`src/rtl/ucv_pkg.sv`:
```
// ucv_pkg: shared types, constants and per-byte parse function for the UDP checksum verifier.
// Used by every module under rtl/; depends on nothing else.
`default_nettype none

package ucv_pkg;

   // Link header length ahead of the IPv4 header, in bytes.
   localparam logic [15:0] LINK_HEADER_BYTES = 16'd14;
   localparam logic [15:0] WORD_POS_MAX      = 16'hFFFF;
   localparam logic [3:0]  MIN_IHL           = 4'd5;
   localparam logic [7:0]  UDP_PROTOCOL      = 8'd17;
   localparam logic [15:0] UDP_HEADER_BYTES  = 16'd8;
   localparam logic [15:0] CKSUM_OFFSET      = 16'd6;

   // IPv4 header byte offsets
   localparam logic [15:0] IP_VER_IHL  = 16'd0;
   localparam logic [15:0] IP_TTL      = 16'd8;
   localparam logic [15:0] IP_PROTO    = 16'd9;
   localparam logic [15:0] IP_SRC_ADDR = 16'd12;
   localparam logic [15:0] IP_DST_END  = 16'd19;

   // UDP header byte offsets
   localparam logic [15:0] UDP_LEN_HI  = 16'd4;
   localparam logic [15:0] UDP_LEN_LO  = 16'd5;
   localparam logic [15:0] UDP_PORTS   = 16'd4;

   // Per-frame parse state.
   typedef struct packed {
      logic [15:0] word_position;
      logic [3:0]  header_words;
      logic        udp_flag;
      logic [15:0] segment_length;
      logic [15:0] bytes_left;
      logic [15:0] held_checksum;
      logic [31:0] held_ports;
      logic [7:0]  held_ttl;
   } frame_type;

   typedef struct packed {
      frame_type   st;
      logic [15:0] add;
   } byte_step_type;

   // Frame snapshot handed from the parser to the sum stage.
   typedef struct packed {
      logic [31:0] sequence_number;
      logic [31:0] running_sum;
      frame_type   frame;
   } finish_type;

   // Pre-fold sum and status handed to the result stage.
   typedef struct packed {
      logic [31:0] sequence_number;
      logic [31:0] held_ports;
      logic [7:0]  held_ttl;
      logic [15:0] held_checksum;
      logic [31:0] total;
      logic        length_error;
   } sum_type;

   // Place a byte in the upper lane at even offsets, the lower lane at odd ones.
   function automatic logic [15:0] placed(logic odd, logic [7:0] b);
      return odd ? {8'h00, b} : {b, 8'h00};
   endfunction

   // Advance the parse state by one frame byte.
   function automatic byte_step_type take_byte(frame_type s, logic [7:0] b);
      byte_step_type r;
      logic [15:0]   ip;
      logic [15:0]   off;
      logic [15:0]   u;
      logic [15:0]   seg;
      r     = '{st: s, add: 16'h0000};
      ip    = s.word_position - LINK_HEADER_BYTES;
      if (s.word_position != WORD_POS_MAX) begin
         r.st.word_position = s.word_position + 16'd1;
         if (s.word_position >= LINK_HEADER_BYTES) begin
            if (ip == IP_VER_IHL) begin
               r.st.header_words = (b[3:0] < MIN_IHL) ? MIN_IHL : b[3:0];
            end
            if (ip == IP_TTL) begin
               r.st.held_ttl = b;
            end
            if (ip == IP_PROTO) begin
               r.st.udp_flag = (b == UDP_PROTOCOL);
            end
            if (ip >= IP_SRC_ADDR && ip <= IP_DST_END) begin
               r.add = placed(ip[0], b);
            end
            off = {10'b0, r.st.header_words, 2'b00};
            u   = ip - off;
            if (r.st.header_words != 4'd0 && ip >= off) begin
               seg = r.st.segment_length;
               priority if (u < UDP_PORTS) begin
                  r.st.held_ports = {r.st.held_ports[23:0], b};
               end else if (u == UDP_LEN_HI) begin
                  r.st.segment_length = {b, seg[7:0]};
               end else if (u == UDP_LEN_LO) begin
                  r.st.segment_length = {seg[15:8], b};
                  r.st.bytes_left = ({seg[15:8], b} > CKSUM_OFFSET) ?
                                    {seg[15:8], b} - CKSUM_OFFSET : 16'h0000;
               end else if (u < UDP_HEADER_BYTES) begin
                  r.st.held_checksum = {r.st.held_checksum[7:0], b};
                  if (r.st.bytes_left != 16'h0000) begin
                     r.st.bytes_left = r.st.bytes_left - 16'd1;
                  end
               end else if (r.st.bytes_left != 16'h0000) begin
                  r.st.bytes_left = r.st.bytes_left - 16'd1;
                  r.add = placed(u[0], b);
               end
            end
         end
      end
      return r;
   endfunction

endpackage

`default_nettype wire

```
`src/rtl/ucv_parser.sv`:
```
// ucv_parser: input beat register, per-frame parse state and UDP frame counter.
// Depends on ucv_pkg (frame_type, finish_type, take_byte).
`default_nettype none

module ucv_parser import ucv_pkg::*; (
   input  wire logic        clock,
   input  wire logic        reset,
   input  wire logic        req_tvalid,
   output logic             req_tready,
   input  wire logic [15:0] req_tdata,
   input  wire logic        req_tuser,
   input  wire logic        req_tlast,
   input  wire logic        fin_ready,
   output logic             fin_valid,
   output finish_type       fin
);

   logic          in_valid_ff, in_valid_in;
   logic [15:0]   in_word_ff;
   logic          in_single_ff;
   logic          in_last_ff;
   frame_type     frame_ff, frame_in;
   logic [31:0]   run_sum_ff, run_sum_in;
   logic [31:0]   udp_count_ff, udp_count_in;
   logic          fin_valid_ff, fin_valid_in;
   finish_type    fin_ff, fin_in;

   byte_step_type step_hi, step_lo;
   frame_type     frame_next;
   logic [16:0]   beat_add;
   logic [31:0]   run_next;
   logic          fin_free;
   logic          fire;
   logic          load;

   assign fin_free   = !fin_valid_ff || fin_ready;
   assign fire       = in_valid_ff && (!in_last_ff || fin_free);
   assign req_tready = !in_valid_ff || fire;
   assign load       = req_tvalid && req_tready;

   always_comb begin
      step_hi    = take_byte(frame_ff, in_word_ff[15:8]);
      step_lo    = take_byte(step_hi.st, in_word_ff[7:0]);
      frame_next = in_single_ff ? step_hi.st : step_lo.st;
      beat_add   = {1'b0, step_hi.add} + (in_single_ff ? 17'd0 : {1'b0, step_lo.add});
      run_next   = run_sum_ff + {15'b0, beat_add};
   end

   always_comb begin
      in_valid_in  = load ? 1'b1 : (fire ? 1'b0 : in_valid_ff);
      frame_in     = frame_ff;
      run_sum_in   = run_sum_ff;
      udp_count_in = udp_count_ff;
      fin_in       = fin_ff;
      fin_valid_in = fin_valid_ff && !fin_ready;
      if (fire) begin
         if (in_last_ff) begin
            frame_in   = '0;
            run_sum_in = 32'h0;
            if (frame_next.udp_flag) begin
               udp_count_in = udp_count_ff + 32'd1;
               fin_in       = '{sequence_number: udp_count_ff + 32'd1,
                                running_sum:     run_next,
                                frame:           frame_next};
               fin_valid_in = 1'b1;
            end
         end else begin
            frame_in   = frame_next;
            run_sum_in = run_next;
         end
      end
   end

   always_ff @(posedge clock) begin
      if (reset) begin
         in_valid_ff  <= 1'b0;
         frame_ff     <= '0;
         run_sum_ff   <= 32'h0;
         udp_count_ff <= 32'h0;
         fin_valid_ff <= 1'b0;
      end else begin
         in_valid_ff  <= in_valid_in;
         frame_ff     <= frame_in;
         run_sum_ff   <= run_sum_in;
         udp_count_ff <= udp_count_in;
         fin_valid_ff <= fin_valid_in;
      end
   end

   always_ff @(posedge clock) begin
      if (load) begin
         in_word_ff   <= req_tdata;
         in_single_ff <= req_tuser;
         in_last_ff   <= req_tlast;
      end
      fin_ff <= fin_in;
   end

   assign fin_valid = fin_valid_ff;
   assign fin       = fin_ff;

endmodule

`default_nettype wire

```
`src/rtl/ucv_sum.sv`:
```
// ucv_sum: adds pseudo-header terms to the frame sum and flags short segments.
// Depends on ucv_pkg (finish_type, sum_type, constants).
`default_nettype none

module ucv_sum import ucv_pkg::*; (
   input  wire logic clock,
   input  wire logic reset,
   input  wire logic fin_valid,
   output logic      fin_ready,
   input  wire finish_type fin,
   output logic      sum_valid,
   input  wire logic sum_ready,
   output sum_type   sum
);

   logic        sum_valid_ff, sum_valid_in;
   sum_type     sum_ff, sum_in;
   logic [15:0] seg;
   logic [15:0] hdr_src, hdr_dst, hdr_len;
   logic [15:0] need;
   logic        take;

   assign fin_ready = !sum_valid_ff || sum_ready;
   assign take      = fin_valid && fin_ready;

   always_comb begin
      seg = fin.frame.segment_length;
      // Only UDP header bytes that fall inside the UDP length count.
      hdr_src = {(seg > 16'd0) ? fin.frame.held_ports[31:24] : 8'h00,
                 (seg > 16'd1) ? fin.frame.held_ports[23:16] : 8'h00};
      hdr_dst = {(seg > 16'd2) ? fin.frame.held_ports[15:8]  : 8'h00,
                 (seg > 16'd3) ? fin.frame.held_ports[7:0]   : 8'h00};
      hdr_len = {(seg > 16'd4) ? seg[15:8] : 8'h00,
                 (seg > 16'd5) ? seg[7:0]  : 8'h00};
      need = LINK_HEADER_BYTES + {10'b0, fin.frame.header_words, 2'b00} + CKSUM_OFFSET;

      sum_in.sequence_number = fin.sequence_number;
      sum_in.held_ports      = fin.frame.held_ports;
      sum_in.held_ttl        = fin.frame.held_ttl;
      sum_in.held_checksum   = fin.frame.held_checksum;
      sum_in.total           = fin.running_sum + {24'b0, UDP_PROTOCOL} + {16'b0, seg}
                               + {16'b0, hdr_src} + {16'b0, hdr_dst} + {16'b0, hdr_len};
      sum_in.length_error    = (seg < UDP_HEADER_BYTES) ||
                               (fin.frame.bytes_left != 16'h0000) ||
                               (fin.frame.word_position < need);
      sum_valid_in = take || (sum_valid_ff && !sum_ready);
   end

   always_ff @(posedge clock) begin
      if (reset) begin
         sum_valid_ff <= 1'b0;
      end else begin
         sum_valid_ff <= sum_valid_in;
      end
   end

   always_ff @(posedge clock) begin
      if (take) begin
         sum_ff <= sum_in;
      end
   end

   assign sum_valid = sum_valid_ff;
   assign sum       = sum_ff;

endmodule

`default_nettype wire

```
`src/rtl/ucv_fold.sv`:
```
// ucv_fold: folds the 32-bit sum, inverts it and holds the result beat.
// Depends on ucv_pkg (sum_type).
`default_nettype none

module ucv_fold import ucv_pkg::*; (
   input  wire logic          clock,
   input  wire logic          reset,
   input  wire logic          sum_valid,
   output logic               sum_ready,
   input  wire sum_type       sum,
   output logic               rsp_tvalid,
   input  wire logic          rsp_tready,
   output logic [103:0]       rsp_tdata,
   output logic [1:0]         rsp_tuser
);

   logic         res_valid_ff, res_valid_in;
   logic [103:0] res_data_ff, res_data_in;
   logic [1:0]   res_user_ff, res_user_in;
   logic [16:0]  fold1;
   logic [15:0]  fold2;
   logic [15:0]  computed;
   logic         take;

   assign sum_ready = !res_valid_ff || rsp_tready;
   assign take      = sum_valid && sum_ready;

   always_comb begin
      fold1    = {1'b0, sum.total[15:0]} + {1'b0, sum.total[31:16]};
      fold2    = fold1[15:0] + {15'b0, fold1[16]};
      computed = (fold2 == WORD_POS_MAX) ? WORD_POS_MAX : ~fold2;
      res_data_in = {computed, sum.held_checksum, sum.held_ttl,
                     sum.held_ports[15:0], sum.held_ports[31:16], sum.sequence_number};
      res_user_in = {sum.length_error, sum.held_checksum == computed};
      res_valid_in = take || (res_valid_ff && !rsp_tready);
   end

   always_ff @(posedge clock) begin
      if (reset) begin
         res_valid_ff <= 1'b0;
      end else begin
         res_valid_ff <= res_valid_in;
      end
   end

   always_ff @(posedge clock) begin
      if (take) begin
         res_data_ff <= res_data_in;
         res_user_ff <= res_user_in;
      end
   end

   assign rsp_tvalid = res_valid_ff;
   assign rsp_tdata  = res_data_ff;
   assign rsp_tuser  = res_user_ff;

endmodule

`default_nettype wire

```
`src/rtl/udp_checksum_verifier_top.sv`:
```
// udp_checksum_verifier_top: UDP checksum check over Ethernet frames, 16-bit words in,
// one report beat out per UDP frame. Depends on ucv_pkg, ucv_parser, ucv_sum, ucv_fold.
//
//   channel | prefix | tdata                         | tuser                  | tlast
//   --------+--------+-------------------------------+------------------------+---------------
//   frame   | req_   | data_word[15:0]               | single_byte            | last
//   report  | rsp_   | seq, ports, ttl, rx/calc sums | intact, length_error   | -
//
// One frame word is taken every cycle unless the input stalls as described below; each
// beat's two bytes are summed and added to the 32-bit running sum in the parser. After
// the last word is accepted, a report passes the input register, frame snapshot, sum and fold registers.
// Reset clears the frame state and the UDP frame counter; nothing needs a clearing pass.
// A stalled report holds in its output register while the next frame keeps streaming in;
// input stalls only when a last word finds the snapshot, sum and report registers all
// full with the report beat held back.
`default_nettype none

module udp_checksum_verifier_top import ucv_pkg::*; (
   input  wire logic         clock,
   input  wire logic         reset,
   // frame words
   input  wire logic         req_tvalid,
   output logic              req_tready,
   input  wire logic [15:0]  req_tdata,  // [15:0] data_word
   input  wire logic         req_tuser,  // [0] single_byte
   input  wire logic         req_tlast,  // last word of the frame
   // report beats
   output logic              rsp_tvalid,
   input  wire logic         rsp_tready,
   output logic [103:0]      rsp_tdata,  // [31:0] sequence_number, [47:32] source_port,
                                         // [63:48] dest_port, [71:64] hop_limit,
                                         // [87:72] received_sum, [103:88] computed_sum
   output logic [1:0]        rsp_tuser   // [0] intact, [1] length_error
);

   finish_type fin;
   logic       fin_valid;
   logic       fin_ready;
   sum_type    sum;
   logic       sum_valid;
   logic       sum_ready;

   // Parse the frame and snapshot its state on the last word of a UDP frame.
   ucv_parser u_parser (
      .clock      (clock),
      .reset      (reset),
      .req_tvalid (req_tvalid),
      .req_tready (req_tready),
      .req_tdata  (req_tdata),
      .req_tuser  (req_tuser),
      .req_tlast  (req_tlast),
      .fin_ready  (fin_ready),
      .fin_valid  (fin_valid),
      .fin        (fin)
   );

   // Add the pseudo-header and UDP header terms, check the length.
   ucv_sum u_sum (
      .clock     (clock),
      .reset     (reset),
      .fin_valid (fin_valid),
      .fin_ready (fin_ready),
      .fin       (fin),
      .sum_valid (sum_valid),
      .sum_ready (sum_ready),
      .sum       (sum)
   );

   // Fold, invert and hold the report beat.
   ucv_fold u_fold (
      .clock      (clock),
      .reset      (reset),
      .sum_valid  (sum_valid),
      .sum_ready  (sum_ready),
      .sum        (sum),
      .rsp_tvalid (rsp_tvalid),
      .rsp_tready (rsp_tready),
      .rsp_tdata  (rsp_tdata),
      .rsp_tuser  (rsp_tuser)
   );

   // A recomputed checksum of zero is always sent as all ones.
   a_no_zero_sum: assert property (@(posedge clock) disable iff (reset)
      rsp_tvalid |-> rsp_tdata[103:88] != 16'h0000)
      else $error("computed checksum reported as zero");

   // The match flag agrees with the two checksum fields it compares.
   a_intact_match: assert property (@(posedge clock) disable iff (reset)
      rsp_tvalid |-> (rsp_tuser[0] == (rsp_tdata[87:72] == rsp_tdata[103:88])))
      else $error("intact flag disagrees with checksum fields");

   // No report can be pending right after reset.
   a_quiet_after_reset: assert property (@(posedge clock)
      $past(reset) |-> !rsp_tvalid)
      else $error("report valid right after reset");

   // Snapshot and sum stages that are both free always let the next frame word in.
   a_ready_when_free: assert property (@(posedge clock) disable iff (reset)
      (!fin_valid && !sum_valid) |-> req_tready)
      else $error("input stalled with empty downstream stages");

endmodule

`default_nettype wire

```
`config.mk`:
```
export PLATFORM = sky130hd
export DESIGN_NAME = udp_checksum_verifier_top
export DESIGN_NICKNAME = d
export VERILOG_FILES = /design/src/rtl/ucv_pkg.sv /design/src/rtl/ucv_parser.sv /design/src/rtl/ucv_sum.sv /design/src/rtl/ucv_fold.sv /design/src/rtl/udp_checksum_verifier_top.sv
export SDC_FILE = /design/constraint.sdc
export NUM_CORES = 1
export LEC_CHECK = 0
export ABC_CLOCK_PERIOD_IN_PS = 13730
export BUFFER_PORTS_ARGS = -buffer_cell sky130_fd_sc_hd__buf_2
export CAP_MARGIN = 20
export CORE_UTILIZATION = 31
export DETAILED_ROUTE_END_ITERATION = 8
export PLACE_DENSITY = 0.47
export REMOVE_ABC_BUFFERS = 1
export SLEW_MARGIN = 20
export SYNTH_ARGS = -nofsm -noshare
export SYNTH_HDL_FRONTEND = slang
export SYNTH_SLANG_ARGS = --single-unit
```
`constraint.sdc`:
```
create_clock -name clock -period 13.73 [get_ports clock]
set_input_delay 1.373 -clock clock [delete_from_list [all_inputs] [get_ports clock]]
set_output_delay 1.373 -clock clock [all_outputs]
set_load 0.02 [all_outputs]
```
# Yosys cells after proc, flatten, opt, wreduce, memory -nomap -nowiden
# Cells that the tools add are included.
[totals] input_bits=22 regBits=594 output_inout_bits=108
[classes] n_mux=72 add_sub_neg=22 n_bitwise=1 n_lt_le_gt_ge=24 n_reduce_logical=37 n_eq_ne=14
[ops] op="16-bit 2-to-1 mux" n=32
[ops] op="109-bit 2-to-1 mux" n=4
[ops] op="125-bit 2-to-1 mux" n=2
[ops] op="32-bit 2-to-1 mux" n=5
[ops] op="80-bit 2-to-1 mux" n=2
[ops] op="32-bit by 16-bit adder with 32-bit output" n=4
[ops] op="48-bit 2-to-1 mux" n=2
[ops] op="8-bit 2-to-1 mux" n=10
[ops] op="16-bit by 3-bit equality test with 1-bit output, second input constant" n=4
[ops] op="16-bit by 4-bit equality test with 1-bit output, second input constant" n=4
[ops] op="16-bit by 4-bit >= comparator with 1-bit output, second input constant" n=4
[ops] op="16-bit by 3-bit > comparator with 1-bit output, second input constant" n=4
[ops] op="16-bit by 4-bit less-than comparator with 1-bit output, second input constant" n=3
[ops] op="16-bit nonzero test" n=3
[ops] op="16-bit by 1-bit adder with 16-bit output, second input constant" n=2
[ops] op="32-bit by 1-bit adder with 32-bit output, second input constant" n=1
[ops] op="32-bit by 17-bit adder with 32-bit output" n=1
[ops] op="32-bit by 5-bit adder with 32-bit output, second input constant" n=1
[ops] op="16-bit by 6-bit >= comparator with 1-bit output" n=2
[ops] op="16-bit by 1-bit > comparator with 1-bit output, second input constant" n=2
[ops] op="16-bit by 2-bit > comparator with 1-bit output, second input constant" n=2
[ops] op="16-bit by 5-bit less-or-equal comparator with 1-bit output, second input constant" n=2
[ops] op="16-bit zero test" n=2
[ops] op="16-bit by 3-bit less-than comparator with 1-bit output, second input constant" n=2
[ops] op="other kinds (24)" n=70

# Depth between registers and ports, before layout
# Gate-level depths: netlist (run 1).
[depth] depth_word=34 mapped_depth=64

# By module
# Synthesis (run 1) repeated with hierarchy kept, for this count alone.
[hier_totals] cells_unflattened=3225 area_unflattened_um2=33161.8
[modules_own_cells] mod="ucv_parser" cells_each=2319 area_each_um2=21166.6 seq_area_each_um2=9208.8 n_inst=1
[modules_own_cells] mod="ucv_sum" cells_each=546 area_each_um2=6980.4 seq_area_each_um2=3653.5 n_inst=1
[modules_own_cells] mod="ucv_fold" cells_each=360 area_each_um2=5014.8 seq_area_each_um2=3203.1 n_inst=1

# Worst setup path after synthesis (run 1)
# OpenSTA, ideal clock, no wires.
[synth_path] path_kind="reg2reg" start="register u_parser.frame_ff[93] in the netlist's numbering" end="register u_parser.fin_ff, in the netlist u_parser.fin[138] (data pin)" required_time_ps=13470 arrival_ps=11007 path_stages_with_launch=61 n_path_buf=6 slack_ps=2463 cell_sequence="dfxtp_1 -> clkbuf_1 -> clkbuf_1 -> inv_1 -> ha_1 -> inv_1 -> o41ai_1 -> and3_1 -> nand2_1 -> o31ai_1 -> inv_1 -> ha_1 -> fa_1 -> a311o_1 -> o211ai_1 -> o211a_1 -> a21oi_1 -> mux2i_1 -> [... 25 more ...] -> o21ai_0 -> a21boi_0 -> o21ai_0 -> nand2_1 -> and2_1 -> o21ai_0 -> nand2_1 -> a21oi_1 -> o21bai_1 -> a21o_1 -> a21o_1 -> ha_1 -> a21oi_1 -> a311oi_1 -> nand2_1 -> nor3_1 -> nand3_1 -> xnor2_1"
[synth_between] elab_chain_len=25 word_cells_on_any_way=67 cone_classes="add/sub: 7; order compare: 12; eq/ne: 6; mux: 33; reduce/logical: 9"
[synth_rtl] item="from (decl)" line="ucv_parser.sv:22" text="frame_type frame_ff, frame_in;"
[synth_rtl] item="from (signal assigned)" line="ucv_parser.sv:83" text="frame_ff <= frame_in;"
[synth_rtl] item="16-bit by 4-bit subtractor with 16-bit output" line="ucv_pkg.sv:74" text="ip = s.word_position - LINK_HEADER_BYTES;"
[synth_rtl] item="16-bit zero test" line="ucv_pkg.sv:78" text="if (ip == IP_VER_IHL) begin"
[synth_rtl] item="4-bit 2-to-1 mux" line="ucv_pkg.sv:78"
[synth_rtl] item="4-bit 2-to-1 mux" line="ucv_pkg.sv:77" text="if (s.word_position >= LINK_HEADER_BYTES) begin"
[synth_rtl] item="4-bit 2-to-1 mux" line="ucv_pkg.sv:75" text="if (s.word_position != WORD_POS_MAX) begin"
[synth_rtl] item="16-bit by 6-bit subtractor with 16-bit output" line="ucv_pkg.sv:91" text="u = ip - off;"
[synth_rtl] item="16-bit by 3-bit equality test with 1-bit output" line="ucv_pkg.sv:98" text="end else if (u == UDP_LEN_LO) begin"
[synth_rtl] item="16-bit 2-to-1 mux" line="ucv_pkg.sv:98"
[synth_rtl] item="32-bit 2-to-1 mux" line="ucv_pkg.sv:96" text="end else if (u == UDP_LEN_HI) begin"
[synth_rtl] item="48-bit 2-to-1 mux" line="ucv_pkg.sv:94" text="priority if (u < UDP_PORTS) begin"
[synth_rtl] item="80-bit 2-to-1 mux" line="ucv_pkg.sv:92" text="if (r.st.header_words != 4'd0 && ip >= off) begin"
[synth_rtl] item="109-bit 2-to-1 mux" line="ucv_pkg.sv:77"
[synth_rtl] item="125-bit 2-to-1 mux *" line="ucv_pkg.sv:75"
[synth_rtl] item="branches (longest 10 deep; another with 16-bit by 4-bit subtractor with 16-bit output)"
[synth_rtl] item="16-bit by 17-bit adder with 17-bit output *" line="ucv_parser.sv:45" text="beat_add = {1'b0, step_hi.add} + (in_single_ff ? 17'd0 : {1'b0, step_lo.add});"
[synth_rtl] item="32-bit by 17-bit adder with 32-bit output *" line="ucv_parser.sv:46" text="run_next = run_sum_ff + {15'b0, beat_add};"
[synth_rtl] item="named net u_parser.run_next[29]" line="ucv_parser.sv:31" text="logic [31:0] run_next;"
[synth_rtl] item="to (signal assigned)" line="ucv_parser.sv:96" text="fin_ff <= fin_in;"
[synth_rtl] item="to (decl)" line="ucv_parser.sv:26" text="finish_type fin_ff, fin_in;"
# Mark *: on every way through the listed nets, which the timed path passes. The select of a mux whose other input is x is not followed.
# A chain may end at the register's enable or synchronous reset.

# Final worst setup path (run 1)
[layout_path] start="register u_parser.frame_ff[94] in the netlist's numbering" end="register u_parser.fin_ff, in the netlist u_parser.fin[138] (data pin)"
# The elaborated chain is that of the path after synthesis.

==> results of run 1 <==
[per-stage QoR]
step                      area, µm²  total power (µW)  utilization, %
final                         36400              3910            35.7
after global routing          36400              4050            35.7
after CTS                     36300              3980            35.7
after detailed placement      34000              2040            33.4
after global placement        34000              2040            33.4
after floorplan               31200              1980               -
[registers in the layout (all words and copies together), names as in the netlist, 2 cells and up]
name and cells:
u_fold.rsp_tuser 2, u_parser.fin 170, u_fold.rsp_tdata 104, u_parser.in_word_ff 16
u_parser.udp_count_ff 32, u_parser.run_sum_ff 32, u_parser.frame_ff 109, u_sum.sum 121
[critical path, delay by kind of cell (launching register included)]
family          cells  cell delay (ns)
buf+inv             4             0.43
flops               1             0.40
compound gates     24             5.05
fa+ha+maj           7             2.12
xor+xnor            2             0.25
simple gates       18             3.39
mux                 2             0.50
[cell usage in the layout, fill, tap and decap left out, types with 12 or more instances in the layout]
cell type  Yosys  routed
a21boi_0      16      15
a21o_1        22      22
a21oi_1      144     143
a22o_1        16      16
a22oi_1      117     116
a31oi_1       20      19
and2_1        26      26
and3_1        69      69
buf_2         17     128
buf_4          3      41
clkbuf_16      0      71
clkinv_1       0      13
clkinv_2       0      15
dfxtp_1      177     173
edfxtp_1     415     415
fa_1          53      53
ha_1         115     114
inv_1         88      88
mux2_2        19      19
mux2i_1       51      51
nand2_1      220     219
nand2b_1      21      21
nand3_1       79      79
nand4_1       24      24
nor2_1       432     428
nor2b_1       51      50
nor3_1        56      55
nor4_1        41      40
o211ai_1      12      12
o21ai_0       93      93
o22ai_1       40      40
o31ai_1       15      15
or3_1         19      19
xnor2_1      118     117
xor2_1       103     103
[cell families (layout without fill, tap and decap cells)]
logic type,after synthesis,after routing,share of synthesized area [%]
AO/OA/AOI/OAI,623,623,13.3
multiplexers,72,72,2.35
adder cells (fa/ha/maj),168,168,7.84
XOR/XNOR,222,222,6.14
AND/OR/NAND/NOR,1126,1126,17.0
flip-flops,592,592,50.2
buffers and inverters,250,388,3.16
[cell usage after synthesis, drive strengths merged (35+ instances only)]
cell type  instances
nor2             432
edfxtp           415
nand2            220
dfxtp            177
a21oi            145
clkbuf           127
a22oi            118
xnor2            118
ha               115
xor2             103
o21ai            101
inv               88
nand3             83
and3              71
nor3              60
fa                53
mux2i             51
nor2b             51
nor4              43
o22ai             41
buf               35
[layout make-up]
class | instances | area [µm²] | share of cell area, %
Sequential cell | 592 | 16000 | 44.0
Multi-Input combinational cell | 2211 | 15000 | 41.2
Timing Repair Buffer | 172 | 1000 | 2.75
Clock buffer | 82 | 1850 | 5.08
Clock inverter | 46 | 493 | 1.35
Inverter | 88 | 330 | 0.907
Tap cell | 1368 | 1710 | 4.70
[routing by layer]
metal / up-vias / wire length (µm)
li1: 11300 / -
met1: 11400 / 40800
met2: 504 / 44800
met3: 124 / 3450
met4: 0 / 2200
met5: - / 0
[worst max path at each step]
stage	cells after the start	slack, ns	to	start
2_1_floorplan	17	1.18	u_parser.udp_count_ff[11]$_SDFFE_PP0P_	u_parser.frame_ff[100]$_SDFFE_PP0P_
3_3_place_gp	58	1.08	u_parser.fin[138]$_DFFE_PP_	u_parser.frame_ff[95]$_SDFFE_PP0P_
3_5_place_dp	57	0.73	u_parser.fin[138]$_DFFE_PP_	u_parser.frame_ff[95]$_SDFFE_PP0P_
4_1_cts	57	0.72	u_parser.fin[138]$_DFFE_PP_	u_parser.frame_ff[94]$_SDFFE_PP0P_
5_1_grt	55	0.04	u_parser.fin[138]$_DFFE_PP_	u_parser.frame_ff[93]$_SDFFE_PP0P_
6_report	57	1.25	u_parser.fin[138]$_DFFE_PP_	u_parser.frame_ff[94]$_SDFFE_PP0P_
[what timing repair did]
action | CTS | global route
resized for setup | 0 | 13
endpoints found under the setup margin | 0 | 28
hold buffers | 0 | 0
[power by group]
part	leakage (µW)	internal, µW	switching (µW)
combinational	0.00758	21.9	83.3
sequential	0.00606	1890	5.69
clock	0.00114	1120	781
==> impl_metrics.py, run 1 <==
metrics = {
    "sta": {
        "min_period_ns": 12.48,
        "fmax_mhz": 80.1,
        "drv_slew": 0,
        "fin_ws_ns": 1.25,
        "slew_headroom_pct": 29.9,
        "clock_skew_ns": 0.0263,
        "rsz0062_at_grt": "no",
        "period_share_pct": 90.9,
        "hold_viol": 0,
        "tightest_slew_ns": 1.05,
        "setup-tns-final_ns": 0,
        "whs_ns": 0.411,
        "setup_violations": 0,
    },
    "clock_tree": {
        "clk_pin_slew_ns": 0.06,
        "clock-root-buffer": "clkbuf_16",
        "clk_latency_ns": 0.64,
        "cts_buffers": 70,
        "cts_tree": "built",
        "numClockSinks": 592,
        "clk_path_buf_depth": 3,
        "postCtsSetupRepairBufs": 0,
        "htree_levels": 3,
    },
    "drt": {
        "postRouteAntennaNets": 0,
        "first_pass_iters": 6,
        "vias": 23300,
        "viasPerCell": 5.12,
        "drt-initial-drc-count": 1770,
        "drc": 0,
        "finalWirelength_um": 91300,
        "wl_per_cell_um": 20.0,
    },
    "logic_synthesis": {
        "synth_area_um2": 31900,
        "synth_largest_area_cell": "edfxtp_1",
        "synthCells": 3053,
        "yosysTopAreaCellShare_pct": 39.1,
        "ys.flop_type": "edfxtp_1",
        "synthArstFlopShare_pct": 0,
        "synth_edf_count": 415,
        "synth.ff_latch_count": 592,
        "synth.yosys.seq_area_share_pct": 50.2,
        "synth_warnings": 0,
        "synth_cell_type_count": 102,
        "synth_area_per_cell_um2": 10.4,
        "synth_area_leaders": "edfxtp_1, dfxtp_1, nor2_1",
    },
    "global_routing": {
        "use_met2_pct": 29.8,
        "globalRouteOverflowTotal": 0,
        "grt.met3_usage_pct": 2.38,
        "antenna_found_initial": 0,
        "grt_pass1_wl_um": 139000,
        "grt_usage_pct": 17.4,
        "busiest_layer": "met2",
        "grt_max_degree": 125,
        "grt_use_met1_pct": 22.8,
        "grt_pass1_vias": 22300,
    },
    "final_layout": {
        "drive_gt1_share_pct": 11.7,
        "nFillCells": 10300,
        "fin_cells": 4559,
        "nNetsFinal": 3325,
        "n_antenna_cell": 0,
        "syn_to_final_growth_pct": 14.1,
    },
    "floorplan": {
        "io_pins": 130,
        "start_util_pct": 31.3,
        "dieWidth_um": 323,
        "row_count": 117,
        "dieArea_um2": 104000,
        "die_y_um": 323,
        "core-area_um2": 102000,
    },
    "placement": {
        "place_ws_ns": 0.729,
        "place_congestion": 0.883,
        "port_buffers": 129,
        "hpwl_um": 64800,
        "placed_cells": 4431,
    },
    "worst_hold_path": {
        "hp-start": "u_sum.sum[0]$_DFFE_PP_",
        "hold_path_class": "flip-flop to flip-flop",
        "hold_path_depth": 0,
        "whs_endpoint": "u_fold.rsp_tuser[1]$_DFFE_PP_",
    },
    "pwr": {
        "leakagePower_uw": 0.0148,
        "powerDensity_nw_per_um2": 107,
        "peakVddDrop_v": 0.0000822,
    },
    "flow_run": {
        "cap_violations": 0,
    },
    "setup_path": {
        "cp_slowest_stage_delay_ns": 0.50,
        "critPathRequiredTime_ns": 14.11,
        "endpoint_kind": "flip-flop",
        "crit_top_cell": "o21ai_0",
        "r2r_setup_slack_ns": 1.25,
        "timing.rr.start": "u_parser.frame_ff[94]$_SDFFE_PP0P_",
        "reg2reg_to": "u_parser.fin[138]$_DFFE_PP_",
        "r2r_cells": 57,
        "start_kind": "flip-flop",
        "cp_slowest_cell": "a211oi_1",
        "arrival_ns": 12.86,
        "cp_max_fo": 12,
        "crit_type": "flip-flop to flip-flop",
    },
    "run_status": {
        "status": "complete, no violations",
    },
}
No activity file was read; power rests on OpenSTA's default activity.
==> inputs of run 2 (changes only) <==
CORE_MARGIN = 4   (was not set)
CTS_CLUSTER_SIZE = 25   (was not set)
==> run 2 against run 1 <==
  * Sequential share of layout area decreased by 0.13 points
  * Hold slack got worse by 0.0048 ns
  * Flip-flop and latch count unchanged
  * Critical path type unchanged
  * Largest power group is now the clock network
==> impl_metrics.py, run 2 (synthesized netlist as in run 1, its figures left out) <==
metrics = {
    "run_status": {
        "status": "complete, no violations",
    },
    "pwr": {
        "power.switching_uw": 852,
        "clkPwrFrac_pct": 49.2,
        "leakagePower_uw": 0.0148,
        "p_int_uw": 3100,
        "p_sw_share_pct": 21.6,
        "peakVddDrop_v": 0.0000694,
        "pwr-share-comb_pct": 2.8,
        "powerDensity_nw_per_um2": 108,
        "seq_power_share_pct": 48.0,
    },
    "final_layout": {
        "n_antenna_cell": 0,
        "drive_gt1_share_pct": 12.0,
        "fin_cells": 4561,
        "layout_commonest_cell": "nor2_1",
        "syn_to_final_growth_pct": 14.4,
        "design_area_um2": 36500,
        "largest_reg_flops": 170,
        "nNetsFinal": 3328,
        "layout_common_cells": "nor2_1, edfxtp_1, nand2_1",
    },
    "floorplan": {
        "dieWidth_um": 329,
        "dieArea_um2": 108000,
        "io_pins": 130,
        "row_count": 117,
        "start_util_pct": 31.3,
        "core-area_um2": 102000,
        "die_y_um": 329,
    },
    "drt": {
        "postRouteAntennaNets": 0,
        "finalWirelength_um": 91900,
        "viasPerCell": 5.10,
        "vias": 23300,
        "drc": 0,
        "drt-initial-drc-count": 1814,
        "first_pass_iters": 5,
        "wl_per_cell_um": 20.1,
    },
    "sta": {
        "drv_slew": 0,
        "period_share_pct": 92.0,
        "fmax_mhz": 79.2,
        "hold_viol": 0,
        "setup_violations": 0,
        "min_period_ns": 12.63,
        "setup-tns-final_ns": 0,
        "slew_headroom_pct": 28.2,
        "rsz0062_at_grt": "no",
        "tightest_slew_ns": 1.07,
        "clock_skew_ns": 0.0294,
    },
    "global_routing": {
        "grt_usage_pct": 16.7,
        "busiest_layer": "met2",
        "grt_pass1_wl_um": 140000,
        "grt_pass1_vias": 22700,
        "use_met2_pct": 29.0,
        "grt_max_degree": 140,
        "grt_use_met1_pct": 21.6,
        "grt.met3_usage_pct": 2.25,
        "antenna_found_initial": 3,
        "globalRouteOverflowTotal": 0,
    },
    "setup_path": {
        "r2r_cells": 55,
        "crit_top_cell": "o21ai_0",
        "r2r_setup_slack_ns": 1.10,
        "critPathRequiredTime_ns": 14.09,
        "cp_max_fo": 18,
        "arrival_ns": 12.98,
        "cp_slowest_cell": "or4_4",
        "reg2reg_to": "u_parser.fin[138]$_DFFE_PP_",
        "cp_slowest_stage_delay_ns": 0.62,
        "endpoint_kind": "flip-flop",
        "cp-endpoint": "u_parser.fin[138]$_DFFE_PP_",
        "start_kind": "flip-flop",
        "timing.rr.start": "u_parser.frame_ff[101]$_SDFFE_PP0P_",
        "critPathLaunch": "u_parser.frame_ff[101]$_SDFFE_PP0P_",
        "crit_type": "flip-flop to flip-flop",
    },
    "placement": {
        "port_buffers": 129,
        "place_congestion": 0.905,
        "placed_cells": 4432,
        "hpwl_um": 65600,
        "place_area_um2": 34000,
    },
    "clock_tree": {
        "numClockSinks": 592,
        "clock-root-buffer": "clkbuf_16",
        "htree_levels": 3,
        "clk_path_buf_depth": 3,
        "cts_hold_buf": 0,
        "clk_pin_slew_ns": 0.06,
        "clk_latency_ns": 0.63,
        "cts_buffers": 70,
        "cts_tree": "built",
    },
    "worst_hold_path": {
        "hold_path_depth": 0,
        "hold_path_class": "flip-flop to flip-flop",
    },
    "flow_run": {
        "cap_violations": 0,
    },
}
==> run 2: final cells by class <==
type                            instances  area [µm²]
Fill cell                           10200       65500
Sequential cell                       592       16000
Multi-Input combinational cell       2211       15000
Clock buffer                           87        1920
Tap cell                             1368        1710
Timing Repair Buffer                  175        1010
Clock inverter                         40         490
Inverter                               88         330
==> run 2: how the worst min path moves through the flow <==
| stage | to | startpoint | slack, ns |
|---|---|---|---|
| 3_3_place_gp | u_sum.sum[98]$_DFFE_PP_ | u_parser.fin[150]$_DFFE_PP_ | 0.40 |
| 5_1_grt | u_fold.rsp_tdata[12]$_DFFE_PP_ | u_sum.sum[101]$_DFFE_PP_ | 0.41 |
| 2_1_floorplan | u_fold.rsp_tdata[0]$_DFFE_PP_ | u_sum.sum[89]$_DFFE_PP_ | 0.40 |
| 6_report | u_fold.rsp_tdata[12]$_DFFE_PP_ | u_sum.sum[101]$_DFFE_PP_ | 0.41 |
| 4_1_cts | u_fold.rsp_tdata[12]$_DFFE_PP_ | u_sum.sum[101]$_DFFE_PP_ | 0.41 |
| 3_5_place_dp | u_fold.rsp_tdata[19]$_DFFE_PP_ | u_sum.sum[108]$_DFFE_PP_ | 0.40 |
==> run 2: power groups by stage <==
stage | Clock [µW] | Sequential, µW | Combinational, µW
after floorplan | 0 | 1940 | 34.0
after global placement | 0 | 1930 | 109
after detailed placement | 0 | 1930 | 108
after CTS | 2020 | 1900 | 109
after global routing | 2090 | 1900 | 114
final | 1950 | 1900 | 110
==> run 2: worst max-delay path, delay by kind of cell (launching register included) <==
kind | cells | cell delay (ns)
compound gates | 23 | 4.49
xor+xnor | 2 | 0.24
fa+ha+maj | 6 | 1.85
buf+inv | 3 | 0.24
flops | 1 | 0.52
mux | 2 | 0.46
simple gates | 19 | 4.50
==> run 2: metal layers <==
| layer | part of all wire [%] | wire, µm |
|---|---|---|
| met5 | 0 | 0 |
| met4 | 2.7 | 2510 |
| met3 | 4.5 | 4110 |
| met2 | 50 | 45600 |
| met1 | 43 | 39700 |
==> run 2: per-stage QoR <==
step	setup WS [ns]	power [µW]	util, %	hold WS, ns
floorplan	1.18	1980	-	0.400
global placement	0.866	2040	33.3	0.400
detailed placement	0.591	2040	33.3	0.405
CTS	0.501	4020	35.7	0.409
global route	0.0464	4100	35.8	0.409
finish	1.10	3950	35.8	0.406
==> run 2: timing repair <==
item | CTS | global route
setup endpoints to repair | 0 | 32
gates resized for setup | 0 | 19
setup buffers | 0 | 2
